### src/rtl/ezr_pkg.sv
// Shared types, constants and the sin^2 weight function of the edge-zone relaxation source.
package ezr_pkg;

	localparam int LANES_DEF   = 3;
	localparam int DEPTH_DEF   = 256;
	localparam int FIELD_LANES = 3;
	localparam int COORD_W     = 24;
	localparam int DIST_W      = COORD_W + 1;
	localparam int THICK_W     = 23;
	localparam int D_W         = THICK_W + 1;
	localparam int VAL_W       = 32;
	localparam int DIFF_W      = VAL_W + 1;
	localparam int ALPHA_W     = 16;
	localparam int WEIGHT_W    = 17;
	localparam int GAIN_W      = 17;
	localparam int PROD_W      = DIFF_W + GAIN_W;
	localparam int CFG_IDX_W   = 3;
	localparam int CFG_DATA_W  = 24;
	localparam int IN_DATA_W   = 2 * COORD_W + 2 * FIELD_LANES * VAL_W;
	localparam int IN_USER_W   = 2;
	localparam int OUT_DATA_W  = FIELD_LANES * VAL_W;
	localparam int OUT_USER_W  = 4;

	localparam logic [THICK_W-1:0] THICK_RST   = 23'd15360;
	localparam logic [ALPHA_W-1:0] ALPHA_V_RST = 16'd19661;
	localparam logic [ALPHA_W-1:0] ALPHA_T_RST = 16'd6554;

	localparam logic [63:0] PI_HALF_Q30 = 64'd1686629713;
	localparam logic [63:0] ONE_Q16     = 64'd65536;

	typedef enum logic [2:0] {
		ZONE_NONE  = 3'd0,
		ZONE_WEST  = 3'd1,
		ZONE_EAST  = 3'd2,
		ZONE_NORTH = 3'd3,
		ZONE_SOUTH = 3'd4
	} zone_t;

	typedef enum logic [CFG_IDX_W-1:0] {
		REG_MIN_X   = 3'd0,
		REG_MAX_X   = 3'd1,
		REG_MIN_Y   = 3'd2,
		REG_MAX_Y   = 3'd3,
		REG_THICK   = 3'd4,
		REG_ALPHA_V = 3'd5,
		REG_ALPHA_T = 3'd6
	} cfg_reg_t;

	typedef struct packed {
		logic                                 mode;
		logic                                 target_valid;
		logic [COORD_W-1:0]                   cell_x;
		logic [COORD_W-1:0]                   cell_y;
		logic [FIELD_LANES-1:0][VAL_W-1:0]    value;
		logic [FIELD_LANES-1:0][VAL_W-1:0]    target;
	} item_t;

	typedef struct packed {
		logic                                 mode;
		logic                                 written;
		zone_t                                zone;
		logic                                 idx_top;
		logic                                 idx_zero;
		logic [FIELD_LANES-1:0]               neg;
		logic [FIELD_LANES-1:0][DIFF_W-1:0]   mag;
	} side_t;

	function automatic logic [63:0] taylor_mul(input logic [63:0] term, input logic [63:0] x2);
		return (term * x2) >> 30;
	endfunction

	// sin^2 of an angle given in Q2.30, result in Q1.16
	function automatic logic [WEIGHT_W-1:0] weight_from_x(input logic [63:0] x);
		logic [63:0]        x2;
		logic [63:0]        t;
		logic [63:0]        s2;
		logic [63:0]        w;
		logic signed [63:0] s;
		x2 = (x * x) >> 30;
		t  = x;
		s  = signed'(x);
		t  = taylor_mul(t, x2) / 64'd6;
		s  = s - signed'(t);
		t  = taylor_mul(t, x2) / 64'd20;
		s  = s + signed'(t);
		t  = taylor_mul(t, x2) / 64'd42;
		s  = s - signed'(t);
		t  = taylor_mul(t, x2) / 64'd72;
		s  = s + signed'(t);
		t  = taylor_mul(t, x2) / 64'd110;
		s  = s - signed'(t);
		t  = taylor_mul(t, x2) / 64'd156;
		s  = s + signed'(t);
		t  = taylor_mul(t, x2) / 64'd210;
		s  = s - signed'(t);
		if (s < 0) begin
			s = '0;
		end
		s2 = unsigned'(s);
		w  = (s2 * s2 + (64'd1 << 43)) >> 44;
		if (w > ONE_Q16) begin
			w = ONE_Q16;
		end
		return w[WEIGHT_W-1:0];
	endfunction

endpackage

### src/rtl/ezr_div.sv
// Pipelined restoring divider for the weight index, one quotient bit per stage.
module ezr_div import ezr_pkg::*; #(
	parameter int QB    = 9,
	parameter int NUM_W = D_W + 9
) (
	input  logic              clk,
	input  logic              arst_n,
	input  logic              en,
	input  logic              in_valid,
	input  logic [NUM_W-1:0]  num,
	input  logic [D_W-1:0]    thick,
	input  side_t             side_in,
	output logic              out_valid,
	output logic [QB-1:0]     quot,
	output side_t             side_out
);

	logic [NUM_W-1:0] rem_s   [QB];
	logic [QB-1:0]    quot_s  [QB];
	logic [D_W-1:0]   thick_s [QB];
	side_t            side_s  [QB];
	logic [QB-1:0]    valid_s;

	for (genvar j = 0; j < QB; j++) begin : g_stage
		localparam int B = QB - 1 - j;
		logic [NUM_W-1:0] rem_in;
		logic [QB-1:0]    quot_in;
		logic [D_W-1:0]   thick_in;
		side_t            side_i;
		logic             valid_in;
		logic [NUM_W-1:0] div_sh;
		logic             ge;

		if (j == 0) begin : g_first
			assign rem_in   = num;
			assign quot_in  = '0;
			assign thick_in = thick;
			assign side_i   = side_in;
			assign valid_in = in_valid;
		end else begin : g_next
			assign rem_in   = rem_s[j-1];
			assign quot_in  = quot_s[j-1];
			assign thick_in = thick_s[j-1];
			assign side_i   = side_s[j-1];
			assign valid_in = valid_s[j-1];
		end

		assign div_sh = NUM_W'(thick_in) << B;
		assign ge     = rem_in >= div_sh;

		always_ff @(posedge clk or negedge arst_n) begin
			if (!arst_n) begin
				valid_s[j] <= 1'b0;
			end else if (en) begin
				valid_s[j] <= valid_in;
			end
		end

		always_ff @(posedge clk) begin
			if (en) begin
				rem_s[j]   <= ge ? (rem_in - div_sh) : rem_in;
				quot_s[j]  <= quot_in | (QB'(ge) << B);
				thick_s[j] <= thick_in;
				side_s[j]  <= side_i;
			end
		end
	end

	assign out_valid = valid_s[QB-1];
	assign quot      = quot_s[QB-1];
	assign side_out  = side_s[QB-1];

endmodule

### config.mk
export PLATFORM = sky130hd
export DESIGN_NAME = ezr_div
export DESIGN_NICKNAME = d
export VERILOG_FILES = /design/src/rtl/ezr_pkg.sv /design/src/rtl/ezr_div.sv
export SDC_FILE = /design/constraint.sdc
export NUM_CORES = 1
export LEC_CHECK = 0
export ABC_AREA = 1
export BUFFER_PORTS_ARGS = -buffer_cell sky130_fd_sc_hd__buf_2
export CORE_ASPECT_RATIO = 0.7
export CORE_MARGIN = 3
export CORE_UTILIZATION = 60
export CTS_CLUSTER_SIZE = 20
export DETAILED_ROUTE_END_ITERATION = 7
export PLACE_DENSITY = 0.78
export SYNTH_ARGS = -nofsm -noshare
export SYNTH_HDL_FRONTEND = slang
export SYNTH_SLANG_ARGS = --single-unit
### constraint.sdc
create_clock -name clk -period 3.1 [get_ports clk]
set_clock_uncertainty 0.1 [all_clocks]
set_input_delay 0.62 -clock clk [delete_from_list [all_inputs] [get_ports clk]]
set_output_delay 0.62 -clock clk [all_outputs]
set_load 0.01 [all_outputs]
==> results_dict.tcl, run 1 <==
set metrics [dict create \
    die_area_um2 113000 \
    p_int_w 0.0393 \
    max_freq_mhz 338 \
    cts_setup_buffers 0 \
    worstHoldEndpoint "rem_s[0][22]$_DFFE_PP_" \
    overflow 0 \
    hp-start "num[22]" \
    r2r-end "rem_s[0][125]$_DFFE_PP_" \
    grt_pass1_wl_mm 225 \
    numCtsBuffers 138 \
    cts_buffer_depth 3 \
    syn_area_per_cell_um2 11.1 \
    pwr-share-seq 0.456 \
    syn_nets 6300 \
    htree_levels 4 \
    status "completed" \
    cp.arrival_ns 3.44 \
    synth_seq_cells 1491 \
    clock-sinks 1491 \
    p_sw_w 0.0189 \
    synth_top_cell_area_share 0.681 \
    final-seq-area_um2 44700 \
    hold_depth 3 \
    antenna_found_initial 3 \
    post-route-period-util 0.954 \
    peakVddDrop_v 0.000777 \
    cts_tree "yes" \
    p_comb_frac 0.256 \
    first_pass_iters 6 \
    setup_viol 0 \
    cap_violations 0 \
    wl_per_cell_um 18.3 \
    ys_types 45 \
    power_w 0.0582 \
    tightest_slew_ns 0.608 \
    totalWireLength_mm 147 \
    vias_per_cell 5.18 \
    switching_share 0.325 \
    die_x_um 400 \
    min_period_ns 2.96 \
    path_delay_family "simple AND/OR/NAND/NOR gates" \
    timing.final.max_slew_violations 0 \
    p_leak_nw 33.3 \
    setup_tns_ns 0 \
    r2r_setup_slack_ns 0.14 \
    critPathSlowestCell "fa_1" \
    yosys-top-cells-area "edfxtp_1 68%, nand2_1 12%, inv_1 6.0%" \
    clk_latency_ns 0.77 \
    grt_use_total 0.260 \
    slowest_delay_ns 0.50 \
    num_vias 41761 \
    grt_start_max_net_pins 118 \
    cp.depth 14 \
    ant_nets 0 \
    fill_cells 7604 \
    grt_pass1_vias 40447 \
    worstSetupStartpoint "rem_s[0][71]$_DFFE_PP_" \
    worstPathRequired_ns 3.58 \
    hold_class "primary input to flip-flop" \
    drtIter0Drc 3855 \
    gp_congestion 0.932 \
    cts.clk_slew.worst_paths_ns 0.07 \
    syn_to_final_growth_pct 14.9 \
    cts_root_buf "clkbuf_16" \
    yosysTopAreaCell "edfxtp_1" \
    cp_max_fo 12 \
    rsz0062_at_grt "false" \
    crit_type "flip-flop to flip-flop" \
    yosysWarnings 0 \
    p_clk_frac 0.288 \
    critPathCaptureType "flip-flop" \
    dieHeight_um 282 \
    dp_hpwl_mm 105 \
    start_kind "flip-flop" \
    ios 289 \
    r2r_cells 14 \
    fin_nets 6907 \
    drc 0 \
    worstReg2RegStart "rem_s[0][71]$_DFFE_PP_" \
    syn_inst 5906 \
    start_util 0.610 \
    io_buffers 288 \
    path_cells "inv_1 > ha_1 > inv_1 > fa_1 > nand3_1 > nand3_2 > nand3_1 > nand3_1 > nand2_1 > inv_1 > nor2_2 > buf_4 > nand2_1 > nand2_1" \
    worst-path-buf-inv 4 \
    core_area_um2 107000 \
    synth-seq-area-share 0.685 \
    relSlewSlack 0.595 \
    num_rows 100 \
    final-hold-violation-count 0 \
    multiInputGateArea_um2 16200 \
    drive_above_1_share 0.0942 \
    synth_area_um2 65300 \
    p_per_area_nw_per_um2 776 \
    whs_ns 0.0859 \
]
## placed cells by master, fill, tap and decap left out, drive strengths merged, types with 91 or more instances in the layout
cell type    synthesis  layout
edfxtp            1482    1482
nand3              241     241
a21oi              144     144
buf                 41     369
ha                 216     216
xor2                91      91
inv               1055    1060
clkbuf               4     157
nor2               310     310
dlygate4sd3          0     143
nand2             2054    2054
## how the worst max path moves through the flow
stage                                   end  slack [ns]
floorplan           rem_s[0][128]$_DFFE_PP_        0.74
global placement    rem_s[0][126]$_DFFE_PP_        0.16
detailed placement  rem_s[0][116]$_DFFE_PP_        0.18
CTS                 rem_s[0][116]$_DFFE_PP_        0.13
global route        rem_s[0][126]$_DFFE_PP_       0.002
finish              rem_s[0][125]$_DFFE_PP_        0.14
## synth_stat cells, drive strengths merged
cell    count
xnor2      17
xor2       91
buf        41
and2       12
nand4      78
or2         7
nor3       30
a21oi     144
fa          8
o21ai      42
ha        216
nor4        3
nor3b       5
nand2    2054
nand3b     38
clkbuf      4
a211oi      2
mux2        1
nor2b       1
o21bai      8
inv      1055
nor2      310
and3        4
edfxtp   1482
nand3     241
o211ai      3
dfrtp       9
## state kept, by name (all words and copies together) (netlist names)
signal	count
out_valid	1
g_stage.valid_in	8
thick_s	192
rem_s	264
quot_s	45
side_s	981
## stage by stage
stage	std cells	area, um^2	setup slack (ns)	util
floorplan	5906	65300	0.740	-
global placement	7658	69100	0.158	0.645
detailed placement	7658	69100	0.182	0.645
CTS	8053	75000	0.128	0.700
global route	8053	75000	0.00208	0.700
finish	8055	75000	0.144	0.700
## routing by layer
layer	global-route usage	vias to the layer above	wire length, um
met1	0.366	19546	63700
met2	0.428	1451	69900
met5	0	-	13
met4	0.0788	2	3920
li1	-	20503	-
met3	0.0408	259	9800
## tightest hold or removal path: cells and delay by family
family / cells / cell delay, ns
buffers and inverters: 1 / 0.09
and+or+nand+nor: 2 / 0.15
## cell families after synthesis
logic type	Yosys count	share of synthesized area
AOI/OAI and AO/OA	199	0.0164
xor gates and xnor gates	108	0.0145
adders and majority gates	224	0.0438
buffers and inverters	1100	0.0666
DFF	1491	0.685
muxes	1	0.000172
and+or+nand+nor	2783	0.174
## repair_timing
action,4_1_cts,5_1_grt
hold endpoints to repair,151,0
resized for setup,0,6
setup endpoints to repair,0,51
hold buffers,143,0
## power groups by stage
| stage | registers [W] | logic [W] | clock network, W |
|---|---|---|---|
| after floorplan | 0.0263 | 0.0103 | 0 |
| after global placement | 0.0268 | 0.0143 | 0 |
| after detailed placement | 0.0269 | 0.0145 | 0 |
| after CTS | 0.0265 | 0.0147 | 0.0171 |
| after global routing | 0.0267 | 0.0169 | 0.0179 |
| final | 0.0265 | 0.0149 | 0.0168 |
## cell type report
type | instances | area share
Timing Repair Buffer | 512 | 0.0504
Antenna cell | 2 | 0.0000667
Sequential cell | 1491 | 0.596
Clock buffer | 157 | 0.0473
Clock inverter | 95 | 0.0129
Inverter | 1055 | 0.0529
Multi-Input combinational cell | 3315 | 0.216
Tap cell | 1428 | 0.0238
(Power assumes the default switching activity.)
==> run 2: changes to the inputs <==
--- a/config.mk
+++ b/config.mk
@@ -10,8 +10,8 @@
 export CORE_ASPECT_RATIO = 0.7
 export CORE_MARGIN = 3
-export CORE_UTILIZATION = 60
+export CORE_UTILIZATION = 55
 export CTS_CLUSTER_SIZE = 20
 export DETAILED_ROUTE_END_ITERATION = 7
-export PLACE_DENSITY = 0.78
+export PLACE_DENSITY = 0.72
 export SYNTH_ARGS = -nofsm -noshare
 export SYNTH_HDL_FRONTEND = slang
==> constraint.sdc (replaced) <==
create_clock -name clk -period 3.1 [get_ports clk]
set_clock_uncertainty 0.1 [all_clocks]
set_input_delay 0.31 -clock clk [delete_from_list [all_inputs] [get_ports clk]]
set_output_delay 0.31 -clock clk [all_outputs]
set_load 0.01 [all_outputs]
==> run 2 against run 1 <==
Against the previous run:
- wire length down 2.2%
- clock power about the same
- largest power group unchanged
- combinational power about the same
- non-clock buffer count up 17
==> results_dict.tcl, run 2 (synthesized netlist as in run 1, its figures left out) <==
set metrics [dict create \
    core_area_um2 117000 \
    setup_tns_ns 0 \
    hold_class "primary input to flip-flop" \
    drive_above_1_share 0.0911 \
    cts_setup_buffers 0 \
    r2r_cells 15 \
    largest_register_ffs 981 \
    antenna_found_initial 0 \
    status "completed" \
    die_x_um 418 \
    crit_type "primary input to flip-flop" \
    antenna_cells 0 \
    grt_pass1_wl_mm 223 \
    whs_ns 0.158 \
    rsz0062_at_grt "false" \
    relSlewSlack 0.565 \
    tightest_slew_ns 0.652 \
    numCtsBuffers 139 \
    max_freq_mhz 344 \
    min_period_ns 2.91 \
    grt_use_total 0.237 \
    cts_buffer_depth 3 \
    grt_pass1_vias 39457 \
    final-hold-violation-count 0 \
    layout_commonest_cell "nand2_1" \
    top_usage_layer "met2" \
    largestRegisters "side_s x981, rem_s x264, thick_s x192" \
    io_buffers 288 \
    ios 289 \
    layout.cells.non_filler 8193 \
    num_vias 40890 \
    cts_tree "yes" \
    post-route-period-util 0.939 \
    worstPathRequired_ns 3.62 \
    use_met3 0.0358 \
    cp.arrival_ns 3.43 \
    die_area_um2 123000 \
    setup_viol 0 \
    fill_cells 9125 \
    place_inst 7771 \
    worstHoldEndpoint "side_s[0][103]$_DFFE_PP_" \
    num_rows 105 \
    clock-sinks 1491 \
    start_util 0.556 \
    hp-start "side_in[103]" \
    mostFrequentLayoutCells "2045 x nand2_1, 1482 x edfxtp_1, 1049 x inv_1" \
    pre_cts_ws_ns 0.0751 \
    vias_per_cell 4.99 \
    timing.final.max_slew_violations 0 \
    critPathCaptureType "flip-flop" \
    peakVddDrop_v 0.000657 \
    gp_congestion 0.916 \
    worstReg2RegStart "rem_s[0][135]$_DFFE_PP_" \
    drc 0 \
    use_met2 0.376 \
    start_kind "primary input" \
    utilization 0.640 \
    p_per_area_nw_per_um2 769 \
    regMostFlops "side_s" \
    cap_violations 0 \
    r2r-end "rem_s[0][190]$_DFFE_PP_" \
    use_met1 0.342 \
    p_leak_nw 33.3 \
    dp_hpwl_mm 105 \
    cts_root_buf "clkbuf_16" \
    totalWireLength_mm 144 \
    drtIter0Drc 3219 \
    first_pass_iters 8 \
    grt_start_max_net_pins 120 \
    layout_setup_ws_ns 0.189 \
    hold_depth 2 \
    r2r_setup_slack_ns 0.28 \
    fin_nets 6925 \
    dieHeight_um 294 \
    wl_per_cell_um 17.6 \
    htree_levels 4 \
    cts.clk_slew.worst_paths_ns 0.07 \
    clk_latency_ns 0.75 \
    overflow 0 \
    syn_to_final_growth_pct 15.1 \
    ant_nets 0 \
    cp_max_fo 26 \
]
[run 2: cell types whose count changed in the layout (fill, tap and decap cells not counted), sizes merged]
| cell | previous run | this run |
|---|---|---|
| clkinv | 75 | 66 |
| diode | 2 | 0 |
| dlygate4sd3 | 143 | 170 |
| buf | 369 | 359 |
| clkinvlp | 7 | 5 |
| bufinv | 8 | 7 |
| clkbuf | 157 | 168 |
| inv | 1060 | 1061 |
[run 2: how the worst max path moves through the flow]
| stage | start | cells past startpoint | to |
|---|---|---|---|
| floorplan | rem_s[0][71]$_DFFE_PP_ | 14 | rem_s[0][128]$_DFFE_PP_ |
| global placement | num[16] | 11 | rem_s[0][29]$_DFFE_PP_ |
| detailed placement | thick[8] | 11 | rem_s[0][29]$_DFFE_PP_ |
| CTS | rem_s[0][71]$_DFFE_PP_ | 13 | rem_s[0][126]$_DFFE_PP_ |
| global route | rem_s[0][71]$_DFFE_PP_ | 13 | rem_s[0][118]$_DFFE_PP_ |
| finish | thick[8] | 12 | rem_s[0][29]$_DFFE_PP_ |
[run 2: timing repair]
item / in CTS / in global routing
endpoints found under the setup margin: 0 / 11
gates resized for setup: 0 / 2
hold buffers: 170 / 0
endpoints found under the hold margin: 194 / 0
[run 2: cell type report]
class,count,area (um^2),area share
Clock inverter,84,793,0.0105
Timing Repair Buffer,529,3900,0.0519
Clock buffer,168,3630,0.0483
Inverter,1055,3960,0.0527
Multi-Input combinational cell,3315,16200,0.216
Tap cell,1551,1940,0.0258
Sequential cell,1491,44700,0.595
[run 2: per-layer routing]
layer,vias up,wire length (um)
met1,19005,66300
met5,-,0
met2,1093,66000
met3,239,7830
met4,0,3960
li1,20553,-
[run 2: where the power goes]
group | leakage [nW] | switching (W) | internal, W | total (W)
clock network | 2.14 | 0.00744 | 0.00906 | 0.0165
registers | 14.6 | 0.00131 | 0.0252 | 0.0265
logic | 16.5 | 0.00976 | 0.00504 | 0.0148
[run 2: per-stage QoR]
step / cell area [um^2] / total power [W]
after floorplan: 65300 / 0.0365
after global placement: 69100 / 0.0412
after detailed placement: 69100 / 0.0414
after CTS: 75200 / 0.0581
after global routing: 75200 / 0.0613
final: 75200 / 0.0578
[run 2: critical path, stage by stage]
cell	delay, ns
dlygate4sd3_1	0.51
buf_2	0.12
inv_1	0.04
ha_1	0.36
nand2_1	0.13
nor2_1	0.40
nand3_1	0.18
nand3b_1	0.32
nand2_2	0.37
nand3_4	0.43
nand2_1	0.13
nand2_1	0.11
