[config.mk]
export PLATFORM = sky130hd
export DESIGN_NAME = ezr_lane
export DESIGN_NICKNAME = d
export VERILOG_FILES = /design/src/rtl/ezr_pkg.sv /design/src/rtl/ezr_lane.sv
export SDC_FILE = /design/constraint.sdc
export NUM_CORES = 1
export LEC_CHECK = 0
export BUFFER_PORTS_ARGS = -buffer_cell sky130_fd_sc_hd__buf_2
export CAP_MARGIN = 15
export CORE_ASPECT_RATIO = 0.75
export CORE_MARGIN = 10
export CORE_UTILIZATION = 30
export CTS_CLUSTER_SIZE = 16
export DETAILED_ROUTE_END_ITERATION = 10
export SYNTH_ARGS = -nofsm -noshare
export SYNTH_HDL_FRONTEND = slang
export SYNTH_SLANG_ARGS = --single-unit
[constraint.sdc]
create_clock -name clk -period 6.2 [get_ports clk]
set_clock_uncertainty 0.1 [all_clocks]
set_input_delay 0 -clock clk [delete_from_list [all_inputs] [get_ports clk]]
set_output_delay 0 -clock clk [all_outputs]
set_load 0.02 [all_outputs]
[src/rtl/ezr_pkg.sv]
// Shared types, constants and the sin^2 weight function of the edge-zone relaxation source.
package ezr_pkg;

	localparam int LANES_DEF   = 3;
	localparam int DEPTH_DEF   = 256;
	localparam int FIELD_LANES = 3;
	localparam int COORD_W     = 24;
	localparam int DIST_W      = COORD_W + 1;
	localparam int THICK_W     = 23;
	localparam int D_W         = THICK_W + 1;
	localparam int VAL_W       = 32;
	localparam int DIFF_W      = VAL_W + 1;
	localparam int ALPHA_W     = 16;
	localparam int WEIGHT_W    = 17;
	localparam int GAIN_W      = 17;
	localparam int PROD_W      = DIFF_W + GAIN_W;
	localparam int CFG_IDX_W   = 3;
	localparam int CFG_DATA_W  = 24;
	localparam int IN_DATA_W   = 2 * COORD_W + 2 * FIELD_LANES * VAL_W;
	localparam int IN_USER_W   = 2;
	localparam int OUT_DATA_W  = FIELD_LANES * VAL_W;
	localparam int OUT_USER_W  = 4;

	localparam logic [THICK_W-1:0] THICK_RST   = 23'd15360;
	localparam logic [ALPHA_W-1:0] ALPHA_V_RST = 16'd19661;
	localparam logic [ALPHA_W-1:0] ALPHA_T_RST = 16'd6554;

	localparam logic [63:0] PI_HALF_Q30 = 64'd1686629713;
	localparam logic [63:0] ONE_Q16     = 64'd65536;

	typedef enum logic [2:0] {
		ZONE_NONE  = 3'd0,
		ZONE_WEST  = 3'd1,
		ZONE_EAST  = 3'd2,
		ZONE_NORTH = 3'd3,
		ZONE_SOUTH = 3'd4
	} zone_t;

	typedef enum logic [CFG_IDX_W-1:0] {
		REG_MIN_X   = 3'd0,
		REG_MAX_X   = 3'd1,
		REG_MIN_Y   = 3'd2,
		REG_MAX_Y   = 3'd3,
		REG_THICK   = 3'd4,
		REG_ALPHA_V = 3'd5,
		REG_ALPHA_T = 3'd6
	} cfg_reg_t;

	typedef struct packed {
		logic                                 mode;
		logic                                 target_valid;
		logic [COORD_W-1:0]                   cell_x;
		logic [COORD_W-1:0]                   cell_y;
		logic [FIELD_LANES-1:0][VAL_W-1:0]    value;
		logic [FIELD_LANES-1:0][VAL_W-1:0]    target;
	} item_t;

	typedef struct packed {
		logic                                 mode;
		logic                                 written;
		zone_t                                zone;
		logic                                 idx_top;
		logic                                 idx_zero;
		logic [FIELD_LANES-1:0]               neg;
		logic [FIELD_LANES-1:0][DIFF_W-1:0]   mag;
	} side_t;

	function automatic logic [63:0] taylor_mul(input logic [63:0] term, input logic [63:0] x2);
		return (term * x2) >> 30;
	endfunction

	// sin^2 of an angle given in Q2.30, result in Q1.16
	function automatic logic [WEIGHT_W-1:0] weight_from_x(input logic [63:0] x);
		logic [63:0]        x2;
		logic [63:0]        t;
		logic [63:0]        s2;
		logic [63:0]        w;
		logic signed [63:0] s;
		x2 = (x * x) >> 30;
		t  = x;
		s  = signed'(x);
		t  = taylor_mul(t, x2) / 64'd6;
		s  = s - signed'(t);
		t  = taylor_mul(t, x2) / 64'd20;
		s  = s + signed'(t);
		t  = taylor_mul(t, x2) / 64'd42;
		s  = s - signed'(t);
		t  = taylor_mul(t, x2) / 64'd72;
		s  = s + signed'(t);
		t  = taylor_mul(t, x2) / 64'd110;
		s  = s - signed'(t);
		t  = taylor_mul(t, x2) / 64'd156;
		s  = s + signed'(t);
		t  = taylor_mul(t, x2) / 64'd210;
		s  = s - signed'(t);
		if (s < 0) begin
			s = '0;
		end
		s2 = unsigned'(s);
		w  = (s2 * s2 + (64'd1 << 43)) >> 44;
		if (w > ONE_Q16) begin
			w = ONE_Q16;
		end
		return w[WEIGHT_W-1:0];
	endfunction

endpackage

[src/rtl/ezr_lane.sv]
// One source lane: magnitude times gain, rounding half away from zero, saturation.
module ezr_lane import ezr_pkg::*; (
	input  logic               clk,
	input  logic               en,
	input  logic [GAIN_W-1:0]  gain,
	input  logic               neg,
	input  logic [DIFF_W-1:0]  mag,
	output logic [VAL_W-1:0]   source
);

	localparam int Q_W = PROD_W + 1 - 16;
	localparam logic [Q_W-1:0]   POS_LIM = Q_W'(32'h7FFF_FFFF);
	localparam logic [Q_W-1:0]   NEG_LIM = Q_W'(32'h8000_0000);
	localparam logic [VAL_W-1:0] POS_MAX = 32'h7FFF_FFFF;
	localparam logic [VAL_W-1:0] NEG_MAX = 32'h8000_0000;

	logic [PROD_W-1:0] prod_s1;
	logic              neg_s1;
	logic [PROD_W:0]   rnd;
	logic [Q_W-1:0]    q;

	always_ff @(posedge clk) begin
		if (en) begin
			prod_s1 <= PROD_W'(mag) * PROD_W'(gain);
			neg_s1  <= neg;
		end
	end

	assign rnd = (PROD_W+1)'(prod_s1) + (PROD_W+1)'(32'h8000);
	assign q   = rnd[PROD_W:16];

	always_comb begin
		if (!neg_s1) begin
			source = (q > POS_LIM) ? POS_MAX : q[VAL_W-1:0];
		end else begin
			source = (q > NEG_LIM) ? NEG_MAX : (~q[VAL_W-1:0] + VAL_W'(1));
		end
	end

endmodule

==> results of run 1 <==
-- critical path, stage by stage --
cell,delay (ns)
clkbuf_4,0.18
buf_4,0.19
and2_1,0.17
fa_1,0.54
inv_1,0.06
fa_1,0.48
fa_1,0.53
inv_1,0.06
fa_1,0.47
fa_1,0.52
inv_1,0.05
fa_1,0.49
inv_1,0.08
ha_1,0.31
a2111o_1,0.12
o2111ai_1,0.11
o21bai_1,0.23
o211ai_1,0.14
buf_4,0.17
a31o_2,0.27
o41ai_2,0.33
buf_4,0.16
a21oi_2,0.06
o21bai_1,0.17
xnor2_1,0.08
-- through the flow --
stage / utilization (%) / instance area [um2] / std cells / hold slack (ns)
global route: 35.24 / 23570 / 3393 / 0.3489
finish: 35.24 / 23570 / 3393 / 0.2888
global placement: 34.68 / 23200 / 3380 / 0.07898
detailed placement: 34.68 / 23200 / 3380 / 0.08090
floorplan: - / 20280 / 2314 / -0.001131
CTS: 34.94 / 23370 / 3389 / 0.3101
-- metal layers --
layer | GRT usage, % | part of all wire (%) | routed length, um | up-vias
met5 | 0 | 0.013 | 7 | -
met4 | 2.169 | 1.3 | 703 | 2
met3 | 2.820 | 7.1 | 3917 | 44
met2 | 22.86 | 44 | 24530 | 424
met1 | 20.74 | 47 | 26340 | 7928
li1 | - | - | - | 7314
-- what timing repair did --
| action | in CTS | in global routing |
|---|---|---|
| hold buffers | 1 | 0 |
| pin swaps | 0 | 14 |
| resized for setup | 8 | 41 |
| hold endpoints to repair | 1 | 0 |
| buffers inserted | 0 | 2 |
| setup endpoints to repair | 5 | 16 |
-- registers in the layout, summed over array words and instances (netlist names) --
name	flops
neg_s1	1
prod_s1	35
-- cells in the final DEF, fill, tap and decap left out, types with 6 or more instances in the layout --
cell type	synthesis	final
nand2_1	385	385
inv_1	536	536
o21a_1	6	6
and2_1	228	227
a21oi_1	56	54
nand4_1	22	22
buf_2	6	65
o31ai_1	9	8
a31oi_1	7	7
nor4_1	11	11
clkbuf_4	0	9
and3_1	16	15
nor2_1	32	32
and4_1	9	9
nor2b_1	7	6
o211ai_1	8	8
a21o_1	40	40
edfxtp_1	36	36
mux2i_1	11	11
o21bai_1	7	7
ha_1	125	121
xor2_1	22	22
nand3_1	31	31
nor3_1	12	11
fa_1	462	462
xnor2_1	45	45
nor3_2	5	6
o21ai_0	15	13
buf_6	3	10
buf_4	5	188
buf_12	0	23
-- cells by family (layout without fill, tap and decap cells) --
family	count (synthesis)	count (layout)	synth area share [%]
simple gates	782	782	19.30
buf+inv	645	840	12.19
fa+ha+maj	587	587	53.32
compound gates	183	183	6.213
xor+xnor	69	69	3.054
flops	36	36	5.331
mux	12	12	0.5985
other cells	0	2	0
-- layout make-up --
cell class / count / area (um2) / share of cell area [%]
Antenna cell: 2 / 5.005 / 0.02123
Clock buffer: 7 / 132.6 / 0.5627
Clock inverter: 1 / 8.758 / 0.03716
Inverter: 536 / 2012 / 8.535
Multi-Input combinational cell: 1633 / 16840 / 71.45
Sequential cell: 36 / 1081 / 4.586
Tap cell: 882 / 1104 / 4.682
Timing Repair Buffer: 296 / 2387 / 10.13
-- worst paths after layout --
| kind | from | endpoint | slack [ns] | depth (start not counted) |
|---|---|---|---|---|
| setup / recovery | mag[9] | prod_s1[49] | 0.15 | 25 |
| hold / removal | en | neg_s1 | 0.29 | 1 |
==> flow_summary_export.csv, run 1 <==
group,metric,value,unit
synth,ys_seq_elements,36,
clock_network,cts-root-buf,"clkbuf_16",
clock_network,clkTransAtPathRegs,0.06,ns
routing,avgRoutedWirePerCell,16.36,um
clock_network,htreeDepth,2,
sta,fmax,165.3,MHz
synth,ys_types,71,
floorplanning,core-area,0.06689,mm2
setup_path,arrival,5.98,ns
global_routing,grt_pass1_vias,16890,
setup_path,cp_max_fo,10,
sta,rsz0062_at_grt,"true",
synth,yosys.area.top_type_share,45.61,%
floorplanning,dieArea,0.07851,mm2
synth,synth_most_common_cell,"inv_1",
global_routing,grt_usage,14.50,%
routing,drt_wl_total,55500,um
synth,yosysSeqAreaShare,5.331,%
synth,synth-edff-count,36,
synth,avgSynthCellArea,8.764,um2
clock_network,cts_tree,"done",
place,io_buffers,84,
global_routing,antenna_found_initial,4,
routing,firstDrtPassIters,5,
synth,synth.net_count,2954,
worst_hold_path,hold_path_class,"in -> reg",
floorplanning,rows,82,
global_routing,grt_pass1_wl,92180,um
setup_path,end_kind,"register",
sta,period_needed,6.049,ns
clock_network,cts.path.max_buffers,2,
sta,hold_viol,0,
finish,drive_gt1_share,13.63,%
run,cap_violations,0,
finish,synthToLayoutAreaGrowth,16.23,%
sta,period_share,97.57,%
synth,yosysWarnings,0,
setup_path,crit_path_start_kind,"input port",
place,place_hpwl,47320,um
synth,async_flop_share,0,%
place,routabilityCongestion,0.8635,
global_routing,overflow,0,
outcome,status,"complete, no violations",
floorplanning,io_pins,85,
routing,drc,0,
global_routing,grt_max_degree,52,
finish,nNetsFinal,3148,
sta,worst_pin_slew,1.011,ns
synth,netlist_instances,2314,
floorplanning,die_x,320.2,um
floorplanning,initial_utilization,30.32,%
clock_network,numCtsBuffers,5,
sta,slew_viol_final,0,
synth,synthTopCellsByCount,"inv_1, fa_1, nand2_1",
routing,ant_nets,0,
floorplanning,die_y,245.2,um
synth,synth_ff_type,"edfxtp_1",
place,dp_slack,-0.4154,ns
sta,layout_setup_ws,0.1509,ns
synth,synth_area_leaders,"fa_1, inv_1, ha_1",
synth,synthesis.area,0.02028,mm2
setup_path,worstSetupPathType,"in -> reg",
sta,max_slew_margin,32.63,%
finish,fill_cells,6940,
routing,viasPerCell,4.631,
routing,vias,15710,
setup_path,required,6.13,ns
sta,setup_tns,0,ns
clock_network,cts_num_sinks,36,
synth,synth_top_area_cell,"fa_1",
routing,drt_iter0_markers,980,
sta,finalSetupViolCount,0,
Power of run 1 is left out: the tool's default activity adds up to more than one toggle a clock period on the data nets, which glitch-free logic cannot reach.
==> run 2: changes to the inputs <==
--- a/config.mk
+++ b/config.mk
@@ -12,6 +12,8 @@
 export CORE_UTILIZATION = 30
 export CTS_CLUSTER_SIZE = 16
 export DETAILED_ROUTE_END_ITERATION = 10
+export HOLD_SLACK_MARGIN = 0.05
+export REMOVE_ABC_BUFFERS = 1
 export SYNTH_ARGS = -nofsm -noshare
 export SYNTH_HDL_FRONTEND = slang
 export SYNTH_SLANG_ARGS = --single-unit
==> flow_summary_export.csv, run 2 (same netlist as run 1, synthesis figures left out) <==
group,metric,value,unit
finish,top_register,"prod_s1",
floorplanning,die_y,245.2,um
routing,firstDrtPassIters,5,
clock_network,cts_num_sinks,36,
setup_path,crit_buf_inv,7,
setup_path,crit_chain,"buf_6 > and2_1 > fa_1 > inv_1 > fa_1 > fa_1 > inv_1 > fa_1 > fa_1 > inv_1 > fa_1 > inv_1 > ha_1 > and3_1 > and2_4 > and3_1 > o211ai_1 > buf_4 > a31o_2 > o41ai_4 > buf_4 > a21oi_1 > o21bai_1 > xnor2_1",
place,routabilityCongestion,0.8726,
routing,ant_nets,0,
worst_hold_path,hold_path_class,"in -> reg",
setup_path,worstSetupPathType,"in -> reg",
finish,drive_gt1_share,12.36,%
setup_path,crit_path_start_kind,"input port",
clock_network,cts-root-buf,"clkbuf_16",
global_routing,grt_pass1_wl,88130,um
global_routing,overflow,0,
setup_path,cp_max_fo,24,
routing,drc,0,
sta,finalSetupViolCount,0,
setup_path,end_kind,"register",
global_routing,antenna_found_initial,0,
clock_network,cts_tree,"done",
floorplanning,rows,82,
clock_network,cts.path.max_buffers,2,
finish,antenna_cells,0,
routing,drt_wl_total,53330,um
floorplanning,die_x,320.2,um
setup_path,critPathSlowestCell,"fa_1",
finish,fill_cells,7011,
global_routing,grt_max_degree,52,
place,place_hpwl,47430,um
sta,setup_tns,0,ns
sta,max_slew_margin,34.63,%
sta,whs,0.2410,ns
setup_path,cpPeakStageDelay,0.55,ns
finish,largest_reg_flops,35,
sta,hold_viol,0,
setup_path,cp_common_cell,"fa_1",
routing,drt_iter0_markers,1168,
setup_path,cp_top_family,"adder cells",
routing,viasPerCell,4.570,
run,cap_violations,0,
setup_path,cp.depth,24,
finish,final_common_cell,"inv_1",
place,io_buffers,84,
clock_network,htreeDepth,2,
sta,worst_pin_slew,0.9805,ns
worst_hold_path,holdPathStages,1,
sta,slew_viol_final,0,
floorplanning,initial_utilization,30.32,%
finish,largest_registers,"prod_s1 (35), neg_s1 (1)",
finish,nNetsFinal,3114,
clock_network,numCtsBuffers,5,
routing,vias,15340,
finish,most-common-layout-cells,"inv_1, fa_1, nand2_1",
outcome,status,"complete, no violations",
sta,fmax,166.9,MHz
setup_path,required,6.13,ns
sta,period_share,96.62,%
global_routing,grt_pass1_vias,15600,
floorplanning,core-area,0.06689,mm2
routing,avgRoutedWirePerCell,15.89,um
clock_network,clkTransAtPathRegs,0.06,ns
global_routing,grt_usage,13.74,%
setup_path,arrival,5.92,ns
sta,period_needed,5.990,ns
floorplanning,io_pins,85,
floorplanning,dieArea,0.07851,mm2
finish,synthToLayoutAreaGrowth,13.99,%
## run 2: cell types whose count changed in the layout (fill, tap and decap cells not counted), moves of 3 or more
cell	previous run	this run
buf_12	23	11
ha_1	121	124
buf_4	188	168
ha_4	4	0
## run 2: cell type report
type | count | area (um2) | share of cell area (%)
clock buffer | 5 | 125.1 | 0.5413
clock inverter | 3 | 17.52 | 0.07578
inverter | 536 | 2012 | 8.704
multi-input combinational | 1633 | 16790 | 72.62
sequential | 36 | 1081 | 4.677
tap | 882 | 1104 | 4.774
timing repair buffer | 262 | 1991 | 8.612
## run 2: per-layer routing
metal	wire length [um]	GRT usage, %	up-vias
met5	0	0	-
met4	342	1.222	0
met3	5208	3.461	15
met2	19580	18.12	506
met1	28200	22.33	7584
li1	-	-	7237
## run 2: worst paths after layout
kind     from           to
max   gain[7]  prod_s1[49]
min        en       neg_s1
## run 2: what timing repair did
| action | 4_1_cts | 5_1_grt |
|---|---|---|
| gates resized for setup | 3 | 53 |
| endpoints found under the hold margin | 1 | 0 |
| hold buffers | 1 | 0 |
| endpoints found under the setup margin | 1 | 11 |
| pin swaps | 0 | 19 |
| setup buffers | 0 | 3 |
## run 2: stage by stage
stage,cells,cell area (um2),util (%),setup slack (ns)
after global routing,3357,23120,34.56,-0.01419
after detailed placement,3346,22800,34.08,-0.3633
after CTS,3355,22960,34.32,0.02015
after global placement,3346,22800,34.08,-0.3792
final,3357,23120,34.56,0.2095
after floorplan,2205,19820,-,0.3961
Power of run 2 is left out for the same reason.
==> run 3: changes to the inputs <==
--- a/config.mk
+++ b/config.mk
@@ -13,6 +13,7 @@
 export CTS_CLUSTER_SIZE = 16
 export DETAILED_ROUTE_END_ITERATION = 10
 export HOLD_SLACK_MARGIN = 0.05
+export PLACE_DENSITY = 0.5
 export REMOVE_ABC_BUFFERS = 1
 export SYNTH_ARGS = -nofsm -noshare
 export SYNTH_HDL_FRONTEND = slang
==> flow_summary_export.csv, run 3 (same netlist as run 1, synthesis figures left out) <==
group,metric,value,unit
outcome,status,"complete, no violations",
routing,viasPerCell,4.624,
finish,synthToLayoutAreaGrowth,13.52,%
finish,register_area,0.001081,mm2
setup_path,required,6.13,ns
sta,finalSetupViolCount,0,
finish,antenna_cells,0,
routing,drt_wl_total,57070,um
clock_network,clkTransAtPathRegs,0.05,ns
routing,firstDrtPassIters,5,
clock_network,htreeDepth,2,
sta,worst_pin_slew,0.9532,ns
floorplanning,dieArea,0.07851,mm2
sta,rsz0062_at_grt,"false",
finish,largest_registers,"prod_s1 (35), neg_s1 (1)",
routing,drc,0,
floorplanning,die_x,320.2,um
routing,vias,15490,
place,place_hpwl,50320,um
routing,drt_iter0_markers,944,
sta,period_needed,5.914,ns
global_routing,grt_max_degree,52,
sta,period_share,95.38,%
sta,hold_viol,0,
floorplanning,initial_utilization,30.32,%
clock_network,cts_num_sinks,36,
worst_hold_path,hold_path_class,"in -> reg",
setup_path,worstSetupPathType,"in -> reg",
setup_path,end_kind,"register",
routing,ant_nets,0,
global_routing,overflow,0,
setup_path,arrival,5.84,ns
setup_path,cp_max_fo,14,
floorplanning,core-area,0.06689,mm2
finish,top_register,"prod_s1",
setup_path,crit_path_start_kind,"input port",
clock_network,numCtsBuffers,5,
sta,whs,0.2405,ns
sta,fmax,169.1,MHz
routing,avgRoutedWirePerCell,17.04,um
place,io_buffers,84,
finish,final_common_cell,"inv_1",
finish,largest_reg_flops,35,
finish,most-common-layout-cells,"inv_1, fa_1, nand2_1",
global_routing,antenna_found_initial,0,
finish,drive_gt1_share,12.03,%
place,routabilityCongestion,0.8701,
clock_network,cts_tree,"done",
clock_network,cts.path.max_buffers,2,
sta,max_slew_margin,36.45,%
global_routing,grt_pass1_vias,16590,
global_routing,grt_usage,14.75,%
global_routing,grt_pass1_wl,93710,um
finish,nNetsFinal,3107,
floorplanning,io_pins,85,
clock_network,cts-root-buf,"clkbuf_16",
run,cap_violations,0,
finish,multiInputGateArea,0.01678,mm2
floorplanning,rows,82,
finish,fill_cells,7002,
sta,slew_viol_final,0,
floorplanning,die_y,245.2,um
==> run 3: cell types whose count changed in the layout (fill, tap and decap cells not counted), sizes merged <==
cell,previous run,this run
inv,537,536
clkbuf,13,14
clkinv,2,1
buf,253,247
==> run 3: critical path, stage by stage <==
cell and delay (ns):
buf_2 0.31, buf_4 0.18, nand2_1 0.07, fa_1 0.49, fa_1 0.48, fa_1 0.70, inv_1 0.09, fa_1 0.46
fa_1 0.54, inv_1 0.05, fa_1 0.53, inv_1 0.04, ha_1 0.29, nand2_1 0.07, o21bai_1 0.13, o21bai_1 0.16
o211ai_1 0.19, a31o_2 0.31, o21ai_0 0.29, nor2b_1 0.22, a21oi_1 0.10, xnor2_1 0.12
==> run 3: metrics by stage <==
stage / utilization [%] / setup WS (ns) / instances / setup TNS [ns] / area, um2
after global routing: 34.42 / 0.006806 / 3350 / 0 / 23020
after CTS: 34.25 / 0.006902 / 3348 / 0 / 22910
after detailed placement: 34.00 / -0.4523 / 3339 / -4.216 / 22740
final: 34.42 / 0.2862 / 3350 / 0 / 23020
after floorplan: - / 0.3961 / 2205 / 0 / 19820
after global placement: 34.00 / -0.4348 / 3339 / -3.062 / 22740
==> run 3: final cells by class <==
type | count | share of cell area [%]
Tap cell | 882 | 4.793
Clock buffer | 7 | 0.5761
Multi-Input combinational cell | 1633 | 72.87
Inverter | 536 | 8.739
Clock inverter | 1 | 0.03804
Sequential cell | 36 | 4.696
Timing Repair Buffer | 255 | 8.283
==> run 3: path summary, 6_finish.rpt <==
check | from | end | cells past startpoint
max | mag[10] | prod_s1[46] | 22
min | en | neg_s1 | 1
==> run 3: timing repair <==
action | in CTS | in global routing
setup buffers | 0 | 2
endpoints found under the hold margin | 1 | 0
gates resized for setup | 5 | 33
hold buffers | 1 | 0
endpoints found under the setup margin | 2 | 14
pin swaps | 2 | 6
==> run 3: metal layers <==
metal	wire, um	global-route usage [%]	share of wire, %
met2	22040	20.39	39
met1	30740	23.97	54
met4	261	1.043	0.46
met3	4025	2.672	7.1
met5	0	0	0
Power of run 3 is left out for the same reason.
