**config.mk**
```make
export PLATFORM = sky130hd
export DESIGN_NAME = ezr_zone
export DESIGN_NICKNAME = d
export VERILOG_FILES = /design/src/rtl/ezr_pkg.sv /design/src/rtl/ezr_zone.sv
export SDC_FILE = /design/constraint.sdc
export NUM_CORES = 1
export LEC_CHECK = 0
export ABC_AREA = 1
export BUFFER_PORTS_ARGS = -buffer_cell sky130_fd_sc_hd__buf_2
export CORE_UTILIZATION = 52
export DETAILED_ROUTE_END_ITERATION = 10
export PLACE_DENSITY = 0.74
export SKIP_LAST_GASP = 1
export SLEW_MARGIN = 30
export SYNTH_ARGS = -nofsm -noshare
export SYNTH_HDL_FRONTEND = slang
export SYNTH_SLANG_ARGS = --single-unit
export TNS_END_PERCENT = 5
```
**constraint.sdc**
```tcl
create_clock -name clk -period 4.5 [get_ports clk]
set_input_delay 0.225 -clock clk [delete_from_list [all_inputs] [get_ports clk]]
set_output_delay 0.225 -clock clk [all_outputs]
set_load 0.01 [all_outputs]
```
**src/rtl/ezr_pkg.sv**
```systemverilog
// Shared types, constants and the sin^2 weight function of the edge-zone relaxation source.
package ezr_pkg;

	localparam int LANES_DEF   = 3;
	localparam int DEPTH_DEF   = 256;
	localparam int FIELD_LANES = 3;
	localparam int COORD_W     = 24;
	localparam int DIST_W      = COORD_W + 1;
	localparam int THICK_W     = 23;
	localparam int D_W         = THICK_W + 1;
	localparam int VAL_W       = 32;
	localparam int DIFF_W      = VAL_W + 1;
	localparam int ALPHA_W     = 16;
	localparam int WEIGHT_W    = 17;
	localparam int GAIN_W      = 17;
	localparam int PROD_W      = DIFF_W + GAIN_W;
	localparam int CFG_IDX_W   = 3;
	localparam int CFG_DATA_W  = 24;
	localparam int IN_DATA_W   = 2 * COORD_W + 2 * FIELD_LANES * VAL_W;
	localparam int IN_USER_W   = 2;
	localparam int OUT_DATA_W  = FIELD_LANES * VAL_W;
	localparam int OUT_USER_W  = 4;

	localparam logic [THICK_W-1:0] THICK_RST   = 23'd15360;
	localparam logic [ALPHA_W-1:0] ALPHA_V_RST = 16'd19661;
	localparam logic [ALPHA_W-1:0] ALPHA_T_RST = 16'd6554;

	localparam logic [63:0] PI_HALF_Q30 = 64'd1686629713;
	localparam logic [63:0] ONE_Q16     = 64'd65536;

	typedef enum logic [2:0] {
		ZONE_NONE  = 3'd0,
		ZONE_WEST  = 3'd1,
		ZONE_EAST  = 3'd2,
		ZONE_NORTH = 3'd3,
		ZONE_SOUTH = 3'd4
	} zone_t;

	typedef enum logic [CFG_IDX_W-1:0] {
		REG_MIN_X   = 3'd0,
		REG_MAX_X   = 3'd1,
		REG_MIN_Y   = 3'd2,
		REG_MAX_Y   = 3'd3,
		REG_THICK   = 3'd4,
		REG_ALPHA_V = 3'd5,
		REG_ALPHA_T = 3'd6
	} cfg_reg_t;

	typedef struct packed {
		logic                                 mode;
		logic                                 target_valid;
		logic [COORD_W-1:0]                   cell_x;
		logic [COORD_W-1:0]                   cell_y;
		logic [FIELD_LANES-1:0][VAL_W-1:0]    value;
		logic [FIELD_LANES-1:0][VAL_W-1:0]    target;
	} item_t;

	typedef struct packed {
		logic                                 mode;
		logic                                 written;
		zone_t                                zone;
		logic                                 idx_top;
		logic                                 idx_zero;
		logic [FIELD_LANES-1:0]               neg;
		logic [FIELD_LANES-1:0][DIFF_W-1:0]   mag;
	} side_t;

	function automatic logic [63:0] taylor_mul(input logic [63:0] term, input logic [63:0] x2);
		return (term * x2) >> 30;
	endfunction

	// sin^2 of an angle given in Q2.30, result in Q1.16
	function automatic logic [WEIGHT_W-1:0] weight_from_x(input logic [63:0] x);
		logic [63:0]        x2;
		logic [63:0]        t;
		logic [63:0]        s2;
		logic [63:0]        w;
		logic signed [63:0] s;
		x2 = (x * x) >> 30;
		t  = x;
		s  = signed'(x);
		t  = taylor_mul(t, x2) / 64'd6;
		s  = s - signed'(t);
		t  = taylor_mul(t, x2) / 64'd20;
		s  = s + signed'(t);
		t  = taylor_mul(t, x2) / 64'd42;
		s  = s - signed'(t);
		t  = taylor_mul(t, x2) / 64'd72;
		s  = s + signed'(t);
		t  = taylor_mul(t, x2) / 64'd110;
		s  = s - signed'(t);
		t  = taylor_mul(t, x2) / 64'd156;
		s  = s + signed'(t);
		t  = taylor_mul(t, x2) / 64'd210;
		s  = s - signed'(t);
		if (s < 0) begin
			s = '0;
		end
		s2 = unsigned'(s);
		w  = (s2 * s2 + (64'd1 << 43)) >> 44;
		if (w > ONE_Q16) begin
			w = ONE_Q16;
		end
		return w[WEIGHT_W-1:0];
	endfunction

endpackage

```
**src/rtl/ezr_zone.sv**
```systemverilog
// Zone classification, difference magnitudes and weight-index numerator (three stages).
module ezr_zone import ezr_pkg::*; #(
	parameter int WEIGHT_TABLE_DEPTH = DEPTH_DEF,
	parameter int NUM_W              = D_W + 9
) (
	input  logic                       clk,
	input  logic                       arst_n,
	input  logic                       en,
	input  logic                       in_valid,
	input  item_t                      item,
	input  logic signed [COORD_W-1:0]  min_x,
	input  logic signed [COORD_W-1:0]  max_x,
	input  logic signed [COORD_W-1:0]  min_y,
	input  logic signed [COORD_W-1:0]  max_y,
	input  logic [D_W-1:0]             thick,
	output logic                       out_valid,
	output logic [NUM_W-1:0]           num,
	output logic [D_W-1:0]             thick_out,
	output side_t                      side
);

	logic                                   valid_s1, valid_s2, valid_s3;
	logic signed [DIST_W-1:0]               dw_s1, de_s1, ds_s1, dn_s1;
	logic [FIELD_LANES-1:0][DIFF_W-1:0]     diff_s1;
	logic                                   mode_s1, tv_s1;
	logic [D_W-1:0]                         thick_s1, thick_s2, thick_s3;

	zone_t                                  zone_c;
	logic signed [DIST_W-1:0]               dist_c;
	logic signed [DIST_W:0]                 dlim;
	logic [FIELD_LANES-1:0]                 neg_c;
	logic [FIELD_LANES-1:0][DIFF_W-1:0]     mag_c;

	zone_t                                  zone_s2;
	logic signed [DIST_W-1:0]               dist_s2;
	logic                                   top_s2, zero_s2, mode_s2, written_s2;
	logic [FIELD_LANES-1:0]                 neg_s2;
	logic [FIELD_LANES-1:0][DIFF_W-1:0]     mag_s2;

	logic [NUM_W-1:0]                       num_s3;
	side_t                                  side_s3;

	always_ff @(posedge clk or negedge arst_n) begin
		if (!arst_n) begin
			valid_s1 <= 1'b0;
			valid_s2 <= 1'b0;
			valid_s3 <= 1'b0;
		end else if (en) begin
			valid_s1 <= in_valid;
			valid_s2 <= valid_s1;
			valid_s3 <= valid_s2;
		end
	end

	always_ff @(posedge clk) begin
		if (en) begin
			dw_s1    <= DIST_W'(signed'(item.cell_x)) - DIST_W'(min_x);
			de_s1    <= DIST_W'(max_x) - DIST_W'(signed'(item.cell_x));
			ds_s1    <= DIST_W'(signed'(item.cell_y)) - DIST_W'(min_y);
			dn_s1    <= DIST_W'(max_y) - DIST_W'(signed'(item.cell_y));
			for (int k = 0; k < FIELD_LANES; k++) begin
				diff_s1[k] <= DIFF_W'(signed'(item.target[k])) - DIFF_W'(signed'(item.value[k]));
			end
			mode_s1  <= item.mode;
			tv_s1    <= item.target_valid;
			thick_s1 <= thick;
		end
	end

	assign dlim = {2'b00, thick_s1};

	always_comb begin
		zone_c = ZONE_NONE;
		dist_c = '0;
		if ((DIST_W+1)'(dw_s1) <= dlim && dw_s1 < ds_s1 && dw_s1 < dn_s1) begin
			zone_c = ZONE_WEST;
			dist_c = dw_s1;
		end else if ((DIST_W+1)'(de_s1) <= dlim && de_s1 < ds_s1 && de_s1 < dn_s1) begin
			zone_c = ZONE_EAST;
			dist_c = de_s1;
		end else if ((DIST_W+1)'(dn_s1) <= dlim && dn_s1 < dw_s1 && dn_s1 < de_s1) begin
			zone_c = ZONE_NORTH;
			dist_c = dn_s1;
		end else if ((DIST_W+1)'(ds_s1) <= dlim && ds_s1 < dw_s1 && ds_s1 < de_s1) begin
			zone_c = ZONE_SOUTH;
			dist_c = ds_s1;
		end
		for (int k = 0; k < FIELD_LANES; k++) begin
			neg_c[k] = diff_s1[k][DIFF_W-1];
			mag_c[k] = neg_c[k] ? (~diff_s1[k] + DIFF_W'(1)) : diff_s1[k];
		end
	end

	always_ff @(posedge clk) begin
		if (en) begin
			zone_s2    <= zone_c;
			dist_s2    <= dist_c;
			top_s2     <= dist_c <= 0;
			zero_s2    <= (DIST_W+1)'(dist_c) >= dlim;
			mode_s2    <= mode_s1;
			written_s2 <= (zone_c != ZONE_NONE) && tv_s1;
			neg_s2     <= neg_c;
			mag_s2     <= mag_c;
			thick_s2   <= thick_s1;
		end
	end

	always_ff @(posedge clk) begin
		if (en) begin
			num_s3 <= NUM_W'(thick_s2 - dist_s2[D_W-1:0]) * NUM_W'(WEIGHT_TABLE_DEPTH)
				+ NUM_W'(thick_s2 >> 1);
			thick_s3             <= thick_s2;
			side_s3.mode         <= mode_s2;
			side_s3.written      <= written_s2;
			side_s3.zone         <= zone_s2;
			side_s3.idx_top      <= top_s2;
			side_s3.idx_zero     <= zero_s2;
			side_s3.neg          <= neg_s2;
			side_s3.mag          <= mag_s2;
		end
	end

	assign out_valid = valid_s3;
	assign num       = num_s3;
	assign thick_out = thick_s3;
	assign side      = side_s3;

endmodule

```
==> reports/qor.yml, run 1 <==
final_layout:
  design_area_um2: 44100
  multi_input_area_um2: 18100
  seqCellArea_um2: 16300
  fillers: 5852
  syn2layout_area_growth_pct: 19.2
  drive_gt1_share_pct: 17.4
  final_nets: 5551
  final_cells: 5715
drt:
  route.vias.total: 30300
  drt-pass1-iter-count: 5
  top_layer_used: "met5"
  wl_met3_um: 6280
  ant_nets: 0
  drtIter0Drc: 2574
  dr_wl_met2_um: 48600
  wl_met1_um: 45800
  wirelength_um: 104000
  viasPerCell: 5.31
  wl_per_cell_um: 18.3
  drc: 0
logic_synthesis:
  syn_inst: 4018
  synthXorXnorAreaFrac_pct: 7.42
  ys_seq_area_share_pct: 44.0
  syn_avg_cell_area_um2: 9.22
  yosysUniqueCellTypes: 60
  synth_edf_count: 540
  synth_compound_area_share_pct: 9.97
  yosysWarningCount: 0
  ys.flop_type: "edfxtp_1"
  synth-adder-area-share_pct: 15.8
  synthArstFlopShare_pct: 0.552
  synth_top_family_by_area: "adder cells"
  ys_seq_elements: 543
  synth_area_um2: 37000
  synthMuxAreaShare_pct: 0.0304
  synth_nets: 4847
  yosys.area_share.simple_pct: 15.1
critical_path:
  crit_top_cell: "nand2_1"
  startpoint_type: "flop"
  crit_buf_inv: 5
  max_stage_delay_ns: 0.48
  cp_data_required_time_ns: 4.97
  worstPathMaxFanout: 10
  worst_path_max_delay_cell: "edfxtp_1"
  path_class: "flop to flop"
  cp.arrival_ns: 4.81
  path_delay_family: "simple AND/OR/NAND/NOR gates"
  crit_path_end_kind: "flop"
  rrSetupSlack_ns: 0.17
floorplan:
  pin_count: 533
  die_h_um: 269
  rows: 97
  die-area_um2: 72300
  die_w_um: 269
  start_util_pct: 52.7
  fp.coreArea_um2: 70300
timing:
  min_period_ns: 4.33
  finClkSkew_ns: 0.0307
  setup_ws_ns: 0.167
  relSlewSlack_pct: 41.3
  fmax_mhz: 231
  timing.final.crit_share_pct: 96.3
  setup-tns-final_ns: 0
  maxSlewViolCount: 0
  hold_violations: 0
  hold_ws_ns: 0.0297
  setup_violations: 0
  rsz0062_at_grt: "yes"
  worst_slew_pin_slew_ns: 0.880
placement:
  post_dp_cell_area_um2: 41400
  dpl_worst_slack_ns: -0.0110
  dp.final_hpwl_um: 85100
  routabilityCongestion: 1.02
  io_buffers: 532
  dpl.cell_count: 5537
power:
  switching_power_w: 0.00752
  p_clk_share_pct: 24.2
  leakage_nw: 21.2
  pwr-share-comb_pct: 39.4
  power.internal_w: 0.0130
  power_density_nw_per_um2: 465
  ir_worst_vdd_mv: 0.400
  p_seq_share_pct: 36.4
  sw_frac_of_total_pct: 36.6
grt:
  antenna_found_initial: 17
  grt_pass1_wl_um: 155000
  grt_pass1_vias: 28600
  track_usage_pct: 28.0
  grt_max_degree: 109
  overflow: 0
cts:
  clock_path_buffers: 3
  clk_latency_ns: 0.64
  numClockSinks: 543
  h-tree-depth: 2
  clockRootBuffer: "clkbuf_16"
  path_clk_slew_ns: 0.06
  cts_tree: "built"
  numCtsBuffers: 57
hold_path:
  hold_class: "input pin to flop"
flow_run:
  drv_cap: 0
run_status:
  status: "complete, no violations"
==> cell usage after synthesis (15+ instances only) <==
master	count	area, µm²
inv_1	690	2590
ha_1	454	5680
xor2_1	202	1770
nand2_1	717	2690
a31oi_1	44	275
o21a_1	18	135
nand4_1	43	269
nor3_1	48	240
nor2_1	295	1110
xnor2_1	110	963
nor4_1	20	125
o21ai_1	20	100
o21ai_0	139	696
a21oi_1	310	1550
nand3_1	135	676
edfxtp_1	540	16200
a21boi_1	19	143
a21o_1	15	113
==> placed cells by master, fill, tap and decap left out, types with 10 or more instances in the layout <==
cell           instances
a21boi_1              21
a21o_1                15
a21oi_1              307
a31oi_1               44
buf_2                531
buf_4                109
bufinv_16             10
clkbuf_16             58
dlygate4sd3_1         34
edfxtp_1             540
ha_1                 447
inv_1                677
inv_2                 12
nand2_1              713
nand2_2               10
nand3_1              134
nand3b_1              11
nand4_1               43
nor2_1               286
nor2_2                12
nor3_1                46
nor3_2                10
nor4_1                20
o21a_1                18
o21ai_0              138
o21ai_1               21
o21bai_1              12
o31ai_1               14
xnor2_1              110
xor2_1               202
==> flip-flops by register name (all words and copies together), names as in the netlist, 24 cells and up <==
signal	count
dn_s1	25
mag_s2	99
dist_s2	24
side	109
dw_s1	25
thick_out	24
num	25
de_s1	25
thick_s2	24
diff_s1	99
ds_s1	25
thick_s1	24
==> power groups by stage <==
stage / Clock (W) / Combinational (W) / Sequential, W
floorplan: 0 / 0.00507 / 0.00746
global placement: 0 / 0.00766 / 0.00755
detailed placement: 0 / 0.00773 / 0.00758
CTS: 0.00504 / 0.00781 / 0.00748
global route: 0.00521 / 0.00901 / 0.00756
finish: 0.00496 / 0.00809 / 0.00748
==> what timing repair did <==
item | CTS | global route
gates cloned | 0 | 1
hold buffers | 34 | 0
endpoints found under the hold margin | 35 | 0
resized for setup | 1 | 52
pin swaps | 0 | 10
endpoints found under the setup margin | 1 | 2
buffers inserted | 2 | 29
==> cells by family (layout without fill, tap and decap cells) <==
family | count (synthesis) | count (layout)
other | 0 | 8
adder cells (fa/ha/maj) | 463 | 463
multiplexers | 1 | 1
AO/OA/AOI/OAI | 651 | 651
AND/OR/NAND/NOR | 1317 | 1318
XOR/XNOR | 313 | 313
buffers and inverters | 730 | 1478
flip-flops | 543 | 543
==> final timing paths <==
kind                                           from  cells after the start               endpoint
worst max-delay path            de_s1[10]$_DFFE_PP_                     32      zero_s2$_DFFE_PP_
max in group asynchronous                    arst_n                      3  out_valid$_DFFE_PN0P_
worst min-delay path                      item[192]                      3     dn_s1[0]$_DFFE_PP_
worst max register to register  de_s1[10]$_DFFE_PP_                     32      zero_s2$_DFFE_PP_
worst min register to register  mag_s2[2]$_DFFE_PP_                      0      side[2]$_DFFE_PP_
min in group asynchronous                    arst_n                      3   valid_s1$_DFFE_PN0P_
==> tightest hold or removal path, cell delays in order <==
cell and delay (ns):
buf_2 0.09, ha_1 0.12, inv_1 0.04
==> through the flow <==
stage | utilization [%] | power [W]
6_report | 62.8 | 0.0205
5_1_grt | 62.8 | 0.0218
4_1_cts | 62.2 | 0.0203
3_5_place_dp | 58.8 | 0.0153
3_3_place_gp | 58.8 | 0.0152
2_1_floorplan | - | 0.0125
==> cell type report <==
type / count / share of cell area, %
Timing Repair Buffer: 680 / 8.91
Clock inverter: 37 / 1.15
Sequential cell: 543 / 36.9
Antenna cell: 8 / 0.0454
Multi-Input combinational cell: 2746 / 41.0
Clock buffer: 67 / 3.36
Inverter: 694 / 5.94
Tap cell: 940 / 2.66
==> metal layers <==
layer	vias to the layer above	track usage (%)
li1	15000	-
met1	14200	37.8
met2	971	45.5
met3	184	4.09
met4	14	10.5
met5	-	0
Note: power is estimated with default switching activity, not from simulation.
==> inputs of run 2 (changes only) <==
BUFFER_PORTS_ARGS = not set   (was -buffer_cell sky130_fd_sc_hd__buf_2)
DONT_BUFFER_PORTS = 1   (was not set)
PLACE_DENSITY = 0.67   (was 0.74)
==> run 2 against run 1 <==
Net effect: clock-buffer cell count shrank 2; the flow now finishes with violations (negative hold slack, max-slew violations); flip-flop and latch count is the same; global-route usage shrank 1.4 points; sequential power grew 2%; sequential share of layout area grew 1.9 points; largest cell class unchanged; highest routed layer is now met4; utilization shrank 3.1 points; critical path depth shrank 7; first-iteration DRC count shrank 8.0%; via count shrank 6.9%; cell count shrank 8.1%.
==> reports/qor.yml, run 2 (synthesis gave the netlist of run 1 again) <==
hold_path:
  worstHoldStart: "en"
  hold_class: "input pin to flop"
  hold-path-endpoint: "side[75]$_DFFE_PP_"
  hold_depth: 0  # -3
grt:
  track_usage_pct: 26.6  # -1.4 points
  grt_pass1_vias: 26800  # -6.6%
  antenna_found_initial: 3  # -14
  grt_pass1_wl_um: 148000  # -5.0%
  grt_max_degree: 546  # +400%
  overflow: 0  # unchanged
floorplan:
  die_w_um: 269  # unchanged
  start_util_pct: 52.7  # unchanged
  pin_count: 533  # unchanged
  rows: 97  # unchanged
  die_h_um: 269  # unchanged
  fp.coreArea_um2: 70300  # unchanged
  die-area_um2: 72300  # unchanged
critical_path:
  r2r-start: "dw_s1[22]$_DFFE_PP_"
  worstPathMaxFanout: 17  # +7
  r2r_end: "zero_s2$_DFFE_PP_"
  path_class: "flop to flop"
  cp_data_required_time_ns: 4.89  # -0.08 ns
  cp.arrival_ns: 4.62  # -0.19 ns
  reg2regPathDepth: 25  # -22%
  crit_path_end_kind: "flop"
  rrSetupSlack_ns: 0.27  # +0.10 ns
  startpoint_type: "flop"
final_layout:
  layout_commonest_cell: "nand2_1"
  syn2layout_area_growth_pct: 13.3
  drive_gt1_share_pct: 7.12  # -10 points
  final_util_pct: 59.7  # -3.1 points
  layout_common_cells: "nand2_1, inv_1, edfxtp_1"
  fillers: 6088  # +4.0%
  largest_reg_flops: 109  # unchanged
  final_nets: 5092  # -8.3%
  final_cells: 5252  # -8.1%
drt:
  drtIter0Drc: 2368  # -8.0%
  wirelength_um: 98800  # -5.4%
  wl_per_cell_um: 18.8  # +2.9%
  drt-pass1-iter-count: 6  # +1
  ant_nets: 0  # unchanged
  route.vias.total: 28200  # -6.9%
  drc: 0  # unchanged
  viasPerCell: 5.38  # +1.3%
placement:
  routabilityCongestion: 0.971  # -4.5%
  io_buffers: 0  # -100%
  dpl.cell_count: 5045  # -8.9%
  dp.final_hpwl_um: 79400  # -6.8%
  dpl_worst_slack_ns: -0.0967  # -0.0857 ns
timing:
  hold_violations: 22  # +22
  setup_violations: 0  # unchanged
  maxSlewViolCount: 193  # +193
  hold_ws_ns: -0.278  # -0.308 ns
  relSlewSlack_pct: -14.5  # -56 points
  setup_ws_ns: 0.267  # +0.100 ns
  worst_slew_pin_slew_ns: 1.72  # +0.838 ns
  rsz0062_at_grt: "yes"
  fmax_mhz: 236  # +2.4%
  min_period_ns: 4.23  # -0.100 ns
  finClkSkew_ns: 0.0467  # +0.0160 ns
  timing.final.crit_share_pct: 94.1  # -2.2 points
run_status:
  violations: "negative hold slack, max-slew violations"
  status: "complete, but fails checks"
cts:
  numCtsBuffers: 57  # unchanged
  numClockSinks: 543  # unchanged
  cts_tree: "built"
  clk_latency_ns: 0.64  # about the same
  clock_path_buffers: 3  # unchanged
  hold_buffers: 87  # +160%
  path_clk_slew_ns: 0.06  # about the same
  clockRootBuffer: "clkbuf_16"
  h-tree-depth: 2  # unchanged
power:
  power_density_nw_per_um2: 479  # +2.9%
  p_total_w: 0.0201  # -2.2%
  leakage_nw: 19.4  # -8.6%
  ir_worst_vdd_mv: 0.385  # -3.9%
flow_run:
  drv_cap: 0  # unchanged
[run 2: changes by cell type in the layout (fill, tap and decap cells not counted), moves of 5 or more]
cell,before,now
nor2_1,286,291
ha_4,7,2
nor2_2,12,5
buf_2,531,0
dlygate4sd3_1,34,87
buf_4,109,134
buf_12,5,0
diode_2,8,3
[run 2: area by class of cell]
class	instances	area [µm²]	share of cell area, %
clock inverter	40	465	1.11
tap	940	1180	2.80
inverter	694	2610	6.22
timing repair buffer	222	1890	4.50
antenna	3	7.51	0.0179
sequential	543	16300	38.8
clock buffer	65	1460	3.47
multi-input combinational	2745	18100	43.0
[run 2: through the flow]
step,setup TNS (ns),instance area (µm²)
floorplan,0,37000
global route,-0.0407,41900
detailed placement,-0.0967,38900
finish,0,41900
global placement,-0.0497,38900
CTS,0,41700
[run 2: routing by layer]
metal  part of all wire [%]  routed length [µm]  GRT usage (%)
met2                     46               45600           43.2
met5                      0                   0              0
met3                    6.4                6330           3.97
met1                     45               44500           37.2
met4                    2.4                2330           6.48
[run 2: critical path: stages (launching register included)]
cell and delay (ns):
edfxtp_1 0.43, buf_4 0.17, ha_1 0.29, nand2_1 0.07, nor3_1 0.40, nand2_1 0.09, nor2_1 0.11, nand2_1 0.06
nand3_1 0.07, nand2_1 0.13, nand4_4 0.20, buf_6 0.20, buf_4 0.16, buf_4 0.14, o21ai_0 0.08, o22ai_1 0.33
inv_1 0.12, ha_1 0.29, nand2_1 0.08, nor2_1 0.05, a211oi_1 0.20, nand2_1 0.08, nand3_1 0.07, nand2_1 0.05
nand2_1 0.05, a21boi_1 0.06
[run 2: worst max path at each step]
stage                                from                 to  slack (ns)  cells after the start
floorplan           thick_s2[0]$_DFFE_PP_  num[31]$_DFFE_PP_        0.81                     23
global placement      dn_s1[24]$_DFFE_PP_  zero_s2$_DFFE_PP_       -0.05                     30
detailed placement    dn_s1[24]$_DFFE_PP_  zero_s2$_DFFE_PP_        -0.1                     32
CTS                   dn_s1[24]$_DFFE_PP_  zero_s2$_DFFE_PP_        0.01                     29
global route          dn_s1[24]$_DFFE_PP_  zero_s2$_DFFE_PP_       -0.04                     28
finish                dw_s1[22]$_DFFE_PP_  zero_s2$_DFFE_PP_        0.27                     25
[run 2: power breakdown]
group	switching (W)	total [W]	internal [W]
registers	0.000700	0.00763	0.00693
logic	0.00460	0.00765	0.00305
clock network	0.00204	0.00480	0.00275
total	0.00734	0.0201	0.0127
[run 2: repair_timing]
| action | CTS | global route |
|---|---|---|
| setup endpoints to repair | 1 | 4 |
| pin swaps | 1 | 7 |
| endpoints found under the hold margin | 613 | 226 |
| resized for setup | 3 | 41 |
| setup buffers | 1 | 11 |
